==> config.mk <==
export PLATFORM = sky130hd
export DESIGN_NAME = npag_front
export DESIGN_NICKNAME = d
export VERILOG_FILES = /design/src/sv/npag_pkg.sv /design/src/sv/npag_front.sv
export SDC_FILE = /design/constraint.sdc
export NUM_CORES = 1
export LEC_CHECK = 0
export BUFFER_PORTS_ARGS = -buffer_cell sky130_fd_sc_hd__buf_2
export CAP_MARGIN = 10
export CORE_MARGIN = 3
export CORE_UTILIZATION = 23
export DETAILED_ROUTE_END_ITERATION = 10
export GPL_TIMING_DRIVEN = 0
export SLEW_MARGIN = 10
export SYNTH_ARGS = -nofsm -noshare
export SYNTH_HDL_FRONTEND = slang
export SYNTH_SLANG_ARGS = --single-unit
==> constraint.sdc <==
create_clock -name clk -period 3.69 [get_ports clk]
set_input_delay 0.1845 -clock clk [delete_from_list [all_inputs] [get_ports clk]]
set_output_delay 0.1845 -clock clk [all_outputs]
set_load 0.03 [all_outputs]
==> src/sv/npag_pkg.sv <==
package npag_pkg;

    localparam int MAX_RANK  = 4;
    localparam int DIM_BITS  = 12;
    localparam int AX_BITS   = 2;
    localparam int IDX_W     = 48;
    localparam int BYTE_W    = 51;
    localparam int RANK_W    = 3;
    localparam int EB_W      = 4;
    localparam int AXES_W    = 8;
    localparam int CFG_W     = 48;
    localparam int CFG_IDX_W = 2;
    localparam int CNT_W     = $clog2(IDX_W);
    localparam int RIDX_W    = $clog2(MAX_RANK);

    localparam logic [RANK_W-1:0] RANK_RST   = 3'd2;
    localparam logic [CFG_W-1:0]  DIMS_RST   = 48'd68736258049;
    localparam logic [AXES_W-1:0] AXES_RST   = 8'd0;
    localparam logic [EB_W-1:0]   EBYTES_RST = 4'd4;

    typedef enum logic [CFG_IDX_W-1:0] {
        REG_RANK   = 2'd0,
        REG_DIMS   = 2'd1,
        REG_AXES   = 2'd2,
        REG_EBYTES = 2'd3
    } reg_idx_t;

    typedef logic [AX_BITS-1:0]  axis_t;
    typedef logic [DIM_BITS-1:0] dim_t;
    typedef logic [IDX_W-1:0]    idx_t;

    typedef struct packed {
        logic                      busy;
        logic [RANK_W-1:0]         rank;
        logic                      bad;
        logic [EB_W-1:0]           ebytes;
        axis_t [MAX_RANK-1:0]      ax;
        dim_t  [MAX_RANK-1:0]      od;
        idx_t  [MAX_RANK-1:0]      src;
        idx_t  [MAX_RANK-1:0]      dst;
        idx_t                      total;
    } geom_t;

    typedef struct packed {
        logic op;
        idx_t position;
    } item_t;

endpackage

==> src/sv/npag_front.sv <==
module npag_front (
    input  logic                 clk,
    input  logic                 rst_n,
    input  logic                 busy,
    input  logic                 in_valid,
    output logic                 in_stall,
    input  logic                 op,
    input  npag_pkg::idx_t       position,
    output logic                 q_valid,
    output npag_pkg::item_t      q_item,
    input  logic                 q_pop
);
    import npag_pkg::*;

    item_t        mem_reg [2];
    logic         wr_ptr_reg;
    logic         rd_ptr_reg;
    logic [1:0]   cnt_reg;
    logic         push;

    assign in_stall = busy || (cnt_reg == 2'd2);
    assign push     = in_valid && !in_stall;
    assign q_valid  = (cnt_reg != 2'd0);
    assign q_item   = mem_reg[rd_ptr_reg];

    always_ff @(posedge clk)
    begin
        if (push)
            mem_reg[wr_ptr_reg] <= '{op: op, position: position};
    end

    always_ff @(posedge clk or negedge rst_n)
    begin
        if (!rst_n)
        begin
            wr_ptr_reg <= 1'b0;
            rd_ptr_reg <= 1'b0;
            cnt_reg    <= 2'd0;
        end
        else
        begin
            if (push)
                wr_ptr_reg <= !wr_ptr_reg;
            if (q_pop)
                rd_ptr_reg <= !rd_ptr_reg;
            if (push && !q_pop)
                cnt_reg <= cnt_reg + 2'd1;
            else if (q_pop && !push)
                cnt_reg <= cnt_reg - 2'd1;
        end
    end

endmodule

==> metrics.md <==
| Metric | Value |
|---|---|
| Outcome | complete, no violations |
| Min Clock Period, post-route | 1.83 ns |
| Area post-placement | 0.00486 mm2 |
| Pre-Repair DR Iteration Count | 3 |
| CTS Sinks | 102 |
| Critical R2R Capture | mem_reg[1][47]$_DFFE_PP_ |
| Share of layout cells above drive strength 1 | 0.605 |
| Post-CTS Resized | 0 |
| Antenna viol nets, final | 0 |
| CP peak stage delay | 0.61 ns |
| CTS buffer count | 9 |
| Dpl hpwl | 5200 um |
| Min-Delay Endpoint | mem_reg[1][4]$_DFFE_PP_ |
| Worst path arrival time | 1.79 ns |
| Synth area leader | edfxtp_1 |
| Synth Net Count | 227 |
| Die height | 138 um |
| Core Area | 0.0168 mm2 |
| Buffers on Ports | 104 |
| Routed WL | 7340 um |
| Vias | 1935 |
| YS warnings | 0 |
| Initial antenna violation count | 0 |
| Main area contributors after synthesis | edfxtp_1 74%, mux2_4 18%, buf_12 2.5%, dfrtp_1 2.5%, xor2_1 0.66% |
| Die ar. | 0.0190 mm2 |
| Number of global-route vias before repair | 2050 |
| Routed vias/inst | 3.76 |
| Reg2reg path depth | 4 |
| Seq/Total Area, Yosys | 0.761 |
| WS Path Type | reg -> reg |
| CP bufs+invs | 1 |
| Hold Startpoint | position[4] |
| Peak VDD IR | 0.000424 V |
| Worst hold path class | in -> reg |
| Count of final setup violators | 0 |
| Top-area cell type share of the netlist area | 0.736 |
| Largest net degree at the start of global routing | 50 |
| Final Skew | 0.00560 ns |
| Max reg flops | 98 |
| Final hold vios | 0 |
| H-tree Lvls | 3 |
| Clk_lat worst skew | 0.34 ns |
| Tot GR Track Use | 0.0804 |
| Period utilization | 0.495 |
| CTS Buffer Depth | 2 |
| Design area | 0.00515 mm2 |
| Gate Count Post-Synth | 172 |
| Diodes inserted | 0 |
| Wire per inst | 14.3 um |
| P&R area growth vs syn | 28.8% |
| Worst-path clk slew | 0.07 ns |
| DRC Markers | 0 |
| Nets | 345 |
| PD cells | 759 mW/mm2 |
| Flops & latches, synth | 102 |
| RD Place Congestion | 0.615 |
| Fmax | 548 MHz |
| CTS tree | done |
| Crit Path Max Fanout | 49 |
| FF-to-FF Start | cnt_reg[0]$_DFFE_PN0P_ |
| Max cap viols | 0 |
| Crit path capture type | flop |
| RSZ-0062 raised after global routing | no |
| Relative slew slack | 0.528 |
| Rows | 47 |
| P_leak | 2.04 nW |
| Setup bufs post-CTS | 0 |
| Top-level port count | 105 |
| # hold bufs at CTS | 1 |
| Starting density of the core | 0.238 |
| First-pass GRT wire length | 11200 um |
| Startpoint types | flop |
| Crit-path slowest cell | and2_4 |
| Post-layout util | 0.306 |
| Avg Inst Size Synth | 23.2 um2 |
| Die Wd | 138 um |
| GR Overflow Total | 0 |
| Root buffer cell | clkbuf_16 |
| Initial DRC count | 83 |
| CP required | 3.66 ns |
| Final slew viol count | 0 |
| Syn Std Cell Area | 0.00400 mm2 |
| Cell Chain, Critical Path | nand2b_1 -> nand3b_2 -> inv_1 -> and2_4 |
| Hold path depth | 1 |
| Distinct cells, synth | 15 |
| Slew @ Worst Pin | 0.708 ns |
| Flop2flop setup slack | 1.86 ns |
| CP delay by family, top | simple AND/OR/NAND/NOR gates |
## kinds of logic (layout without fill, tap and decap cells)
| logic type | Yosys count | in the layout | share of synthesized area |
|---|---|---|---|
| buffers and inverters | 8 | 130 | 0.0297 |
| adders and majority gates | 1 | 1 | 0.00313 |
| muxes | 49 | 49 | 0.184 |
| DFF | 102 | 102 | 0.761 |
| xor gates and xnor gates | 5 | 5 | 0.0110 |
| and+or+nand+nor | 7 | 7 | 0.0113 |
## worst register-to-register path, stage by stage, from the launching register on
cell and delay (ns):
dfrtp_1 0.41, nand2b_1 0.16, nand3b_2 0.14, inv_1 0.11, and2_4 0.61
## cells in the final DEF, fill, tap and decap left out
master,Yosys,final
and2_4,0,1
buf_12,5,5
buf_16,0,2
buf_2,0,104
buf_6,1,1
bufinv_16,0,1
clkbuf_1,0,1
clkbuf_16,0,9
clkinv_1,0,1
clkinv_2,0,2
clkinvlp_4,0,1
dfrtp_1,4,4
dlygate4sd3_1,0,1
edfxtp_1,98,98
ha_1,1,1
inv_1,2,2
mux2_4,49,49
nand2b_1,1,1
nand3b_2,1,1
nor2_1,2,1
nor2_4,0,1
or2_2,1,1
or2b_1,1,1
xnor2_1,2,2
xor2_1,3,3
## Yosys cell counts, drive strengths merged
cell type / count
mux2: 49
or2b: 1
dfrtp: 4
nor2: 2
or2: 1
buf: 6
xor2: 3
inv: 2
ha: 1
xnor2: 2
nand2b: 1
nand3b: 1
and2: 1
edfxtp: 98
## metrics by stage
| stage | TNS [ns] | std cells | hold slack (ns) | setup slack, ns | power (mW) |
|---|---|---|---|---|---|
| detailed placement | 0 | 498 | -0.00291 | 1.83 | 3.07 |
| finish | 0 | 514 | 0.0270 | 1.86 | 3.91 |
| floorplan | 0 | 172 | -0.111 | 0.541 | 2.69 |
| global route | 0 | 514 | 0.0105 | 1.70 | 4.11 |
| global placement | -41.67 | 496 | -0.00616 | -0.854 | 3.03 |
| CTS | 0 | 514 | 0.00481 | 1.81 | 4.00 |
## power breakdown
group	switching, mW	internal (mW)
Combinational	0.846	0.664
Clock	0.385	0.517
Sequential	0.0504	1.45
## worst max path at each step
stage,from,endpoint,cells past startpoint
finish,cnt_reg[0]$_DFFE_PN0P_,mem_reg[1][47]$_DFFE_PP_,4
global route,cnt_reg[0]$_DFFE_PN0P_,mem_reg[1][16]$_DFFE_PP_,4
CTS,cnt_reg[0]$_DFFE_PN0P_,mem_reg[1][47]$_DFFE_PP_,4
detailed placement,cnt_reg[0]$_DFFE_PN0P_,mem_reg[1][41]$_DFFE_PP_,4
global placement,cnt_reg[0]$_DFFE_PN0P_,mem_reg[0][40]$_DFFE_PP_,3
floorplan,cnt_reg[0]$_DFFE_PN0P_,mem_reg[0][0]$_DFFE_PP_,3
## per-layer routing
| metal | GRT usage | share of wire |
|---|---|---|
| met3 | 0.0218 | 0.051 |
| met1 | 0.0946 | 0.42 |
| met4 | 0.0543 | 0.028 |
| met2 | 0.129 | 0.51 |
| met5 | 0 | 0 |
## cell type report
cell class	count	area, um2
Fill cell	1704	11700
Sequential cell	102	3040
Multi-Input combinational cell	62	847
Timing Repair Buffer	107	586
Tap cell	220	275
Clock buffer	10	229
Buffer	6	111
Clock inverter	5	51.3
Inverter	2	7.51
Note: power is estimated with default switching activity, not from simulation.
