`src/sv/npag_pkg.sv`:
```
package npag_pkg;

    localparam int MAX_RANK  = 4;
    localparam int DIM_BITS  = 12;
    localparam int AX_BITS   = 2;
    localparam int IDX_W     = 48;
    localparam int BYTE_W    = 51;
    localparam int RANK_W    = 3;
    localparam int EB_W      = 4;
    localparam int AXES_W    = 8;
    localparam int CFG_W     = 48;
    localparam int CFG_IDX_W = 2;
    localparam int CNT_W     = $clog2(IDX_W);
    localparam int RIDX_W    = $clog2(MAX_RANK);

    localparam logic [RANK_W-1:0] RANK_RST   = 3'd2;
    localparam logic [CFG_W-1:0]  DIMS_RST   = 48'd68736258049;
    localparam logic [AXES_W-1:0] AXES_RST   = 8'd0;
    localparam logic [EB_W-1:0]   EBYTES_RST = 4'd4;

    typedef enum logic [CFG_IDX_W-1:0] {
        REG_RANK   = 2'd0,
        REG_DIMS   = 2'd1,
        REG_AXES   = 2'd2,
        REG_EBYTES = 2'd3
    } reg_idx_t;

    typedef logic [AX_BITS-1:0]  axis_t;
    typedef logic [DIM_BITS-1:0] dim_t;
    typedef logic [IDX_W-1:0]    idx_t;

    typedef struct packed {
        logic                      busy;
        logic [RANK_W-1:0]         rank;
        logic                      bad;
        logic [EB_W-1:0]           ebytes;
        axis_t [MAX_RANK-1:0]      ax;
        dim_t  [MAX_RANK-1:0]      od;
        idx_t  [MAX_RANK-1:0]      src;
        idx_t  [MAX_RANK-1:0]      dst;
        idx_t                      total;
    } geom_t;

    typedef struct packed {
        logic op;
        idx_t position;
    } item_t;

endpackage

```
`src/sv/npag_cfg.sv`:
```
module npag_cfg (
    input  logic                                  clk,
    input  logic                                  rst_n,
    input  logic                                  cfg_we,
    input  logic [npag_pkg::CFG_IDX_W-1:0]        cfg_index,
    input  logic [npag_pkg::CFG_W-1:0]            cfg_data,
    output npag_pkg::geom_t                       geom
);
    import npag_pkg::*;

    typedef enum logic [1:0] {C_IDLE, C_LOAD, C_STEP} cstate_t;

    cstate_t                 state_reg;
    logic [RANK_W-1:0]       rank_reg;
    logic [CFG_W-1:0]        dims_reg;
    logic [AXES_W-1:0]       axes_reg;
    logic [EB_W-1:0]         eb_reg;
    logic [RIDX_W-1:0]       k_reg;
    logic [RANK_W-1:0]       r_reg;
    logic                    bad_reg;
    logic [EB_W-1:0]         ebytes_reg;
    axis_t [MAX_RANK-1:0]    ax_reg;
    dim_t  [MAX_RANK-1:0]    od_reg;
    dim_t  [MAX_RANK-1:0]    indim_reg;
    idx_t  [MAX_RANK-1:0]    src_reg;
    idx_t  [MAX_RANK-1:0]    dst_reg;
    idx_t                    total_reg;

    logic [RANK_W-1:0]       r;
    dim_t  [MAX_RANK-1:0]    indim;
    axis_t [MAX_RANK-1:0]    raw;
    axis_t [MAX_RANK-1:0]    ax;
    dim_t  [MAX_RANK-1:0]    od;
    logic                    any;
    logic                    bad;
    logic [MAX_RANK-1:0]     seen;
    logic [EB_W-1:0]         ebytes;

    always_comb
    begin
        logic [RIDX_W-1:0] fi;
        dim_t              v;
        if (rank_reg == '0)
            r = RANK_W'(1);
        else if (rank_reg > RANK_W'(MAX_RANK))
            r = RANK_W'(MAX_RANK);
        else
            r = rank_reg;
        for (int d = 0; d < MAX_RANK; d++)
        begin
            fi = RIDX_W'(r - RANK_W'(1) - RANK_W'(d));
            v  = dim_t'(dims_reg >> (fi * DIM_BITS));
            if (d < r && v != '0)
                indim[d] = v;
            else
                indim[d] = dim_t'(1);
        end
        any = 1'b0;
        for (int i = 0; i < MAX_RANK; i++)
        begin
            raw[i] = axes_reg[i*AX_BITS +: AX_BITS];
            if (i < r && raw[i] != '0)
                any = 1'b1;
        end
        bad  = 1'b0;
        seen = '0;
        for (int i = 0; i < MAX_RANK; i++)
        begin
            if (i < r && any)
            begin
                if (RANK_W'(raw[i]) >= r || seen[raw[i]])
                    bad = 1'b1;
                else
                    seen[raw[i]] = 1'b1;
            end
        end
        for (int i = 0; i < MAX_RANK; i++)
        begin
            if (!any && r >= RANK_W'(2) && RANK_W'(i) == r - RANK_W'(1))
                ax[i] = axis_t'(r - RANK_W'(2));
            else if (!any && r >= RANK_W'(2) && RANK_W'(i) == r - RANK_W'(2))
                ax[i] = axis_t'(r - RANK_W'(1));
            else if (any && !bad)
                ax[i] = raw[i];
            else
                ax[i] = axis_t'(i);
            od[i] = (i < r) ? indim[ax[i]] : dim_t'(1);
        end
        if (eb_reg == '0)
            ebytes = EB_W'(1);
        else if (eb_reg > EB_W'(8))
            ebytes = EB_W'(8);
        else
            ebytes = eb_reg;
    end

    always_ff @(posedge clk or negedge rst_n)
    begin
        if (!rst_n)
        begin
            state_reg <= C_LOAD;
            rank_reg  <= RANK_RST;
            dims_reg  <= DIMS_RST;
            axes_reg  <= AXES_RST;
            eb_reg    <= EBYTES_RST;
        end
        else
        begin
            if (cfg_we)
            begin
                state_reg <= C_LOAD;
                unique case (reg_idx_t'(cfg_index))
                    REG_RANK:   rank_reg <= cfg_data[RANK_W-1:0];
                    REG_DIMS:   dims_reg <= cfg_data;
                    REG_AXES:   axes_reg <= cfg_data[AXES_W-1:0];
                    REG_EBYTES: eb_reg   <= cfg_data[EB_W-1:0];
                    default:    ;
                endcase
            end
            else
            begin
                unique case (state_reg)
                    C_IDLE: ;
                    C_LOAD:
                    begin
                        r_reg      <= r;
                        bad_reg    <= bad;
                        ebytes_reg <= ebytes;
                        ax_reg     <= ax;
                        od_reg     <= od;
                        indim_reg  <= indim;
                        k_reg      <= RIDX_W'(r - RANK_W'(1));
                        for (int i = 0; i < MAX_RANK; i++)
                        begin
                            src_reg[i] <= (RANK_W'(i) == r - RANK_W'(1)) ? idx_t'(1) : '0;
                            dst_reg[i] <= (RANK_W'(i) == r - RANK_W'(1)) ? idx_t'(1) : '0;
                        end
                        state_reg <= C_STEP;
                    end
                    C_STEP:
                    begin
                        if (k_reg == '0)
                        begin
                            total_reg <= idx_t'(dst_reg[0] * od_reg[0]);
                            state_reg <= C_IDLE;
                        end
                        else
                        begin
                            src_reg[k_reg - 1'b1] <= idx_t'(src_reg[k_reg] * indim_reg[k_reg]);
                            dst_reg[k_reg - 1'b1] <= idx_t'(dst_reg[k_reg] * od_reg[k_reg]);
                            k_reg <= k_reg - 1'b1;
                        end
                    end
                    default: state_reg <= C_IDLE;
                endcase
            end
        end
    end

    always_comb
    begin
        geom.busy   = (state_reg != C_IDLE);
        geom.rank   = r_reg;
        geom.bad    = bad_reg;
        geom.ebytes = ebytes_reg;
        geom.ax     = ax_reg;
        geom.od     = od_reg;
        geom.src    = src_reg;
        geom.dst    = dst_reg;
        geom.total  = total_reg;
    end

endmodule

```
`config.mk`:
```
export PLATFORM = sky130hd
export DESIGN_NAME = npag_cfg
export DESIGN_NICKNAME = d
export VERILOG_FILES = /design/src/sv/npag_pkg.sv /design/src/sv/npag_cfg.sv
export SDC_FILE = /design/constraint.sdc
export NUM_CORES = 2
export LEC_CHECK = 0
export BUFFER_PORTS_ARGS = -buffer_cell sky130_fd_sc_hd__buf_2
export CAP_MARGIN = 20
export CORE_MARGIN = 2
export CORE_UTILIZATION = 47
export DETAILED_ROUTE_END_ITERATION = 10
export PLACE_DENSITY = 0.71
export SLEW_MARGIN = 25
export SYNTH_ARGS = -nofsm -noshare
export SYNTH_HDL_FRONTEND = slang
export SYNTH_SLANG_ARGS = --single-unit
```
`constraint.sdc`:
```
create_clock -name clk -period 21.8 [get_ports clk]
set_clock_uncertainty 0.2 [all_clocks]
set_input_delay 2.18 -clock clk [delete_from_list [all_inputs] [get_ports clk]]
set_output_delay 2.18 -clock clk [all_outputs]
set_load 0.02 [all_outputs]
```
==> flow_summary.json <==
{
  "multi_input_area_um2": 50800,
  "ys.flop_type": "edfxtp_1",
  "hold_buffers": 0,
  "critPathMaxStageDelay_ns": 1.03,
  "startpoint_type": "flop",
  "slowest_stage": "a211oi_1",
  "rsz0062_at_grt": "false",
  "crit_arrival_ns": 10.41,
  "vias": 59400,
  "numPortBuffers": 549,
  "worst_pin_slew_ns": 1.25,
  "fillers": 14300,
  "synth_cell_types": 87,
  "antenna_found_initial": 15,
  "final.setup.tns_ns": 0,
  "grt_pass1_wl_mm": 380,
  "holdCritPathClass": "flop to flop",
  "num-nets-final": 9398,
  "grt_remaining_overflow": 0,
  "syn_inst": 7735,
  "fin_area_um2": 82300,
  "cts_buffers": 72,
  "cts_root_buf": "clkbuf_16",
  "drt_wl_total_mm": 250,
  "die_w_um": 405,
  "period_needed_ns": 10.17,
  "outcome": "finished clean",
  "num_io_pins": 550,
  "synthArstFlopShare": 0.106,
  "crit_fanout": 60,
  "post-dp-hpwl_mm": 186,
  "slew_viol_final": 0,
  "cts.sinks": 611,
  "final_cell_mix": "1366 x nand2_1, 1286 x inv_1, 1197 x fa_1, 549 x buf_2, 546 x edfxtp_1",
  "cts_setup_buffers": 0,
  "end_kind": "flop",
  "final_common_cell": "nand2_1",
  "cpMostUsedCell": "fa_1",
  "cts_max_path_buffers": 3,
  "report.final.setup_viol": 0,
  "drt-pass1-iter-count": 9,
  "max_freq_mhz": 98.4,
  "ys_ff_latch": 611,
  "fp.dieArea_um2": 164000,
  "grt_usage": 0.307,
  "place_area_um2": 79800,
  "syn_to_final_growth_pct": 8.84,
  "critical_path.startpoint": "k_reg[1]$_DFFE_PP_",
  "path_cells": "buf_4, buf_4, mux4_2, buf_4, nand2_1, fa_1, inv_1, fa_1, fa_1, fa_1, inv_1, fa_1, inv_1, ha_1, and3_1, o221ai_1, a211oi_1, o21ai_0, a211oi_1, o21ai_0, a21oi_1, or3_1, nand3_1",
  "clk_pin_slew_worst_paths_ns": 0.07,
  "synth_edf_count": 546,
  "rows": 147,
  "first_iter_violations": 6420,
  "post_drt_wl_per_cell_um": 24.6,
  "seq_area_um2": 18000,
  "clock_latency_ns": 0.71,
  "core_region_area_um2": 160000,
  "largest_reg_flops": 440,
  "ys_seq_area_frac": 0.238,
  "post_synth.cell_area_avg_um2": 9.77,
  "synth_nets": 9190,
  "crit_type": "flop to flop",
  "cts_htree_levels": 3,
  "hold_viol": 0,
  "slew_headroom": 0.163,
  "die_h_um": 405,
  "vias_per_cell": 5.84,
  "place_congestion": 0.951,
  "drive_gt1_frac": 0.123,
  "grt_max_degree": 103,
  "min_from": "eb_reg[0]$_DFFE_PN0P_",
  "drtAntennaViolNets": 0,
  "cts-resized-gates": 0,
  "grt_pass1_vias": 60700,
  "fin_crit_sh": 0.466,
  "cap_violations": 0,
  "drc": 0,
  "cts_tree": "built",
  "yosysWarnings": 0,
  "initial_utilization": 0.472,
  "synth.cell_area_um2": 75600,
  "reg2reg_from": "k_reg[1]$_DFFE_PP_",
  "worstPathRequired_ns": 22.04
}
[stage by stage]
stage          hold slack, ns  setup slack (ns)  utilization  cells
2_1_floorplan           0.280              9.36            -   7735
3_3_place_gp            0.296             12.04        0.498  10000
3_5_place_dp            0.302             11.93        0.498  10000
4_1_cts                 0.317             11.90        0.513  10200
5_1_grt                 0.336             11.43        0.514  10200
6_report                0.316             11.63        0.514  10200
[metal layers]
metal	global-route usage	vias up	part of all wire
li1	-	24900	-
met4	0.121	18	0.044
met5	0	-	0.00059
met1	0.391	30300	0.36
met3	0.109	613	0.13
met2	0.479	3553	0.46
[cell families after synthesis]
kind of cell	count (synthesis)	share of synthesized area
AOI/OAI and AO/OA	673	0.0586
adders and majority gates	1402	0.351
buffers and inverters	1801	0.0910
and+or+nand+nor	2534	0.149
DFF	611	0.238
muxes	548	0.0929
xor gates and xnor gates	166	0.0192
[worst max-delay path, delay by kind of cell (launching register included)]
family	cells	cell delay, ns
buffers and inverters	6	2.08
AND/OR/NAND/NOR	4	0.58
multiplexers	1	0.67
AO/OA/AOI/OAI	6	3.05
adder cells (fa/ha/maj)	6	2.90
flip-flops	1	0.35
[path summary, 6_finish.rpt]
kind	to	slack, ns	cells after the start
worst max-delay path	geom[94]$_SDFFCE_PN0P_	11.63	23
min in group asynchronous	eb_reg[0]$_DFFE_PN0P_	1.32	2
max in group asynchronous	state_reg[0]$_DFFE_PN1P_	19.19	3
worst min register to register	eb_reg[0]$_DFFE_PN0P_	0.32	1
worst min-delay path	eb_reg[0]$_DFFE_PN0P_	0.32	1
worst max register to register	geom[94]$_SDFFCE_PN0P_	11.63	23
[synthesized netlist by cell type (all sizes together) (6+ instances only)]
master / n / area [um^2]
and3: 23 / 144
ha: 205 / 2560
a21boi: 6 / 45.0
nand2: 1366 / 5130
a2111oi: 8 / 88.8
nand2b: 19 / 119
xor2: 42 / 368
mux2: 70 / 788
o221ai: 6 / 52.6
nor3: 59 / 295
mux4: 116 / 2610
or4: 9 / 67.6
o31ai: 9 / 67.6
nor4: 10 / 108
dfrtp: 58 / 1450
o21bai: 17 / 128
nor2b: 32 / 200
or3: 23 / 144
xnor2: 124 / 1090
clkbuf: 430 / 1620
nand3b: 6 / 45.0
o21a: 31 / 233
o21ai: 118 / 598
nand4: 37 / 231
a21o: 72 / 541
a21oi: 162 / 815
a211oi: 50 / 375
mux2i: 362 / 3620
buf: 81 / 422
and2: 393 / 2460
inv: 1290 / 4840
o211ai: 22 / 165
dfstp: 7 / 184
fa: 1197 / 24000
a211o: 8 / 70.1
a31oi: 33 / 206
or2: 8 / 50.1
nor2: 441 / 1660
nand3: 88 / 440
edfxtp: 546 / 16400
a311oi: 10 / 93.8
o22ai: 68 / 425
[layout make-up]
class,count,area share
multi-input combinational,5323,0.617
sequential,611,0.219
inverter,1290,0.0588
timing repair buffer,645,0.0426
tap,2160,0.0328
clock buffer,87,0.0227
clock inverter,42,0.00631
antenna,9,0.000274
Power is not shown: default switching activity piles up to over one toggle a cycle in this logic, so the estimate is an artifact.
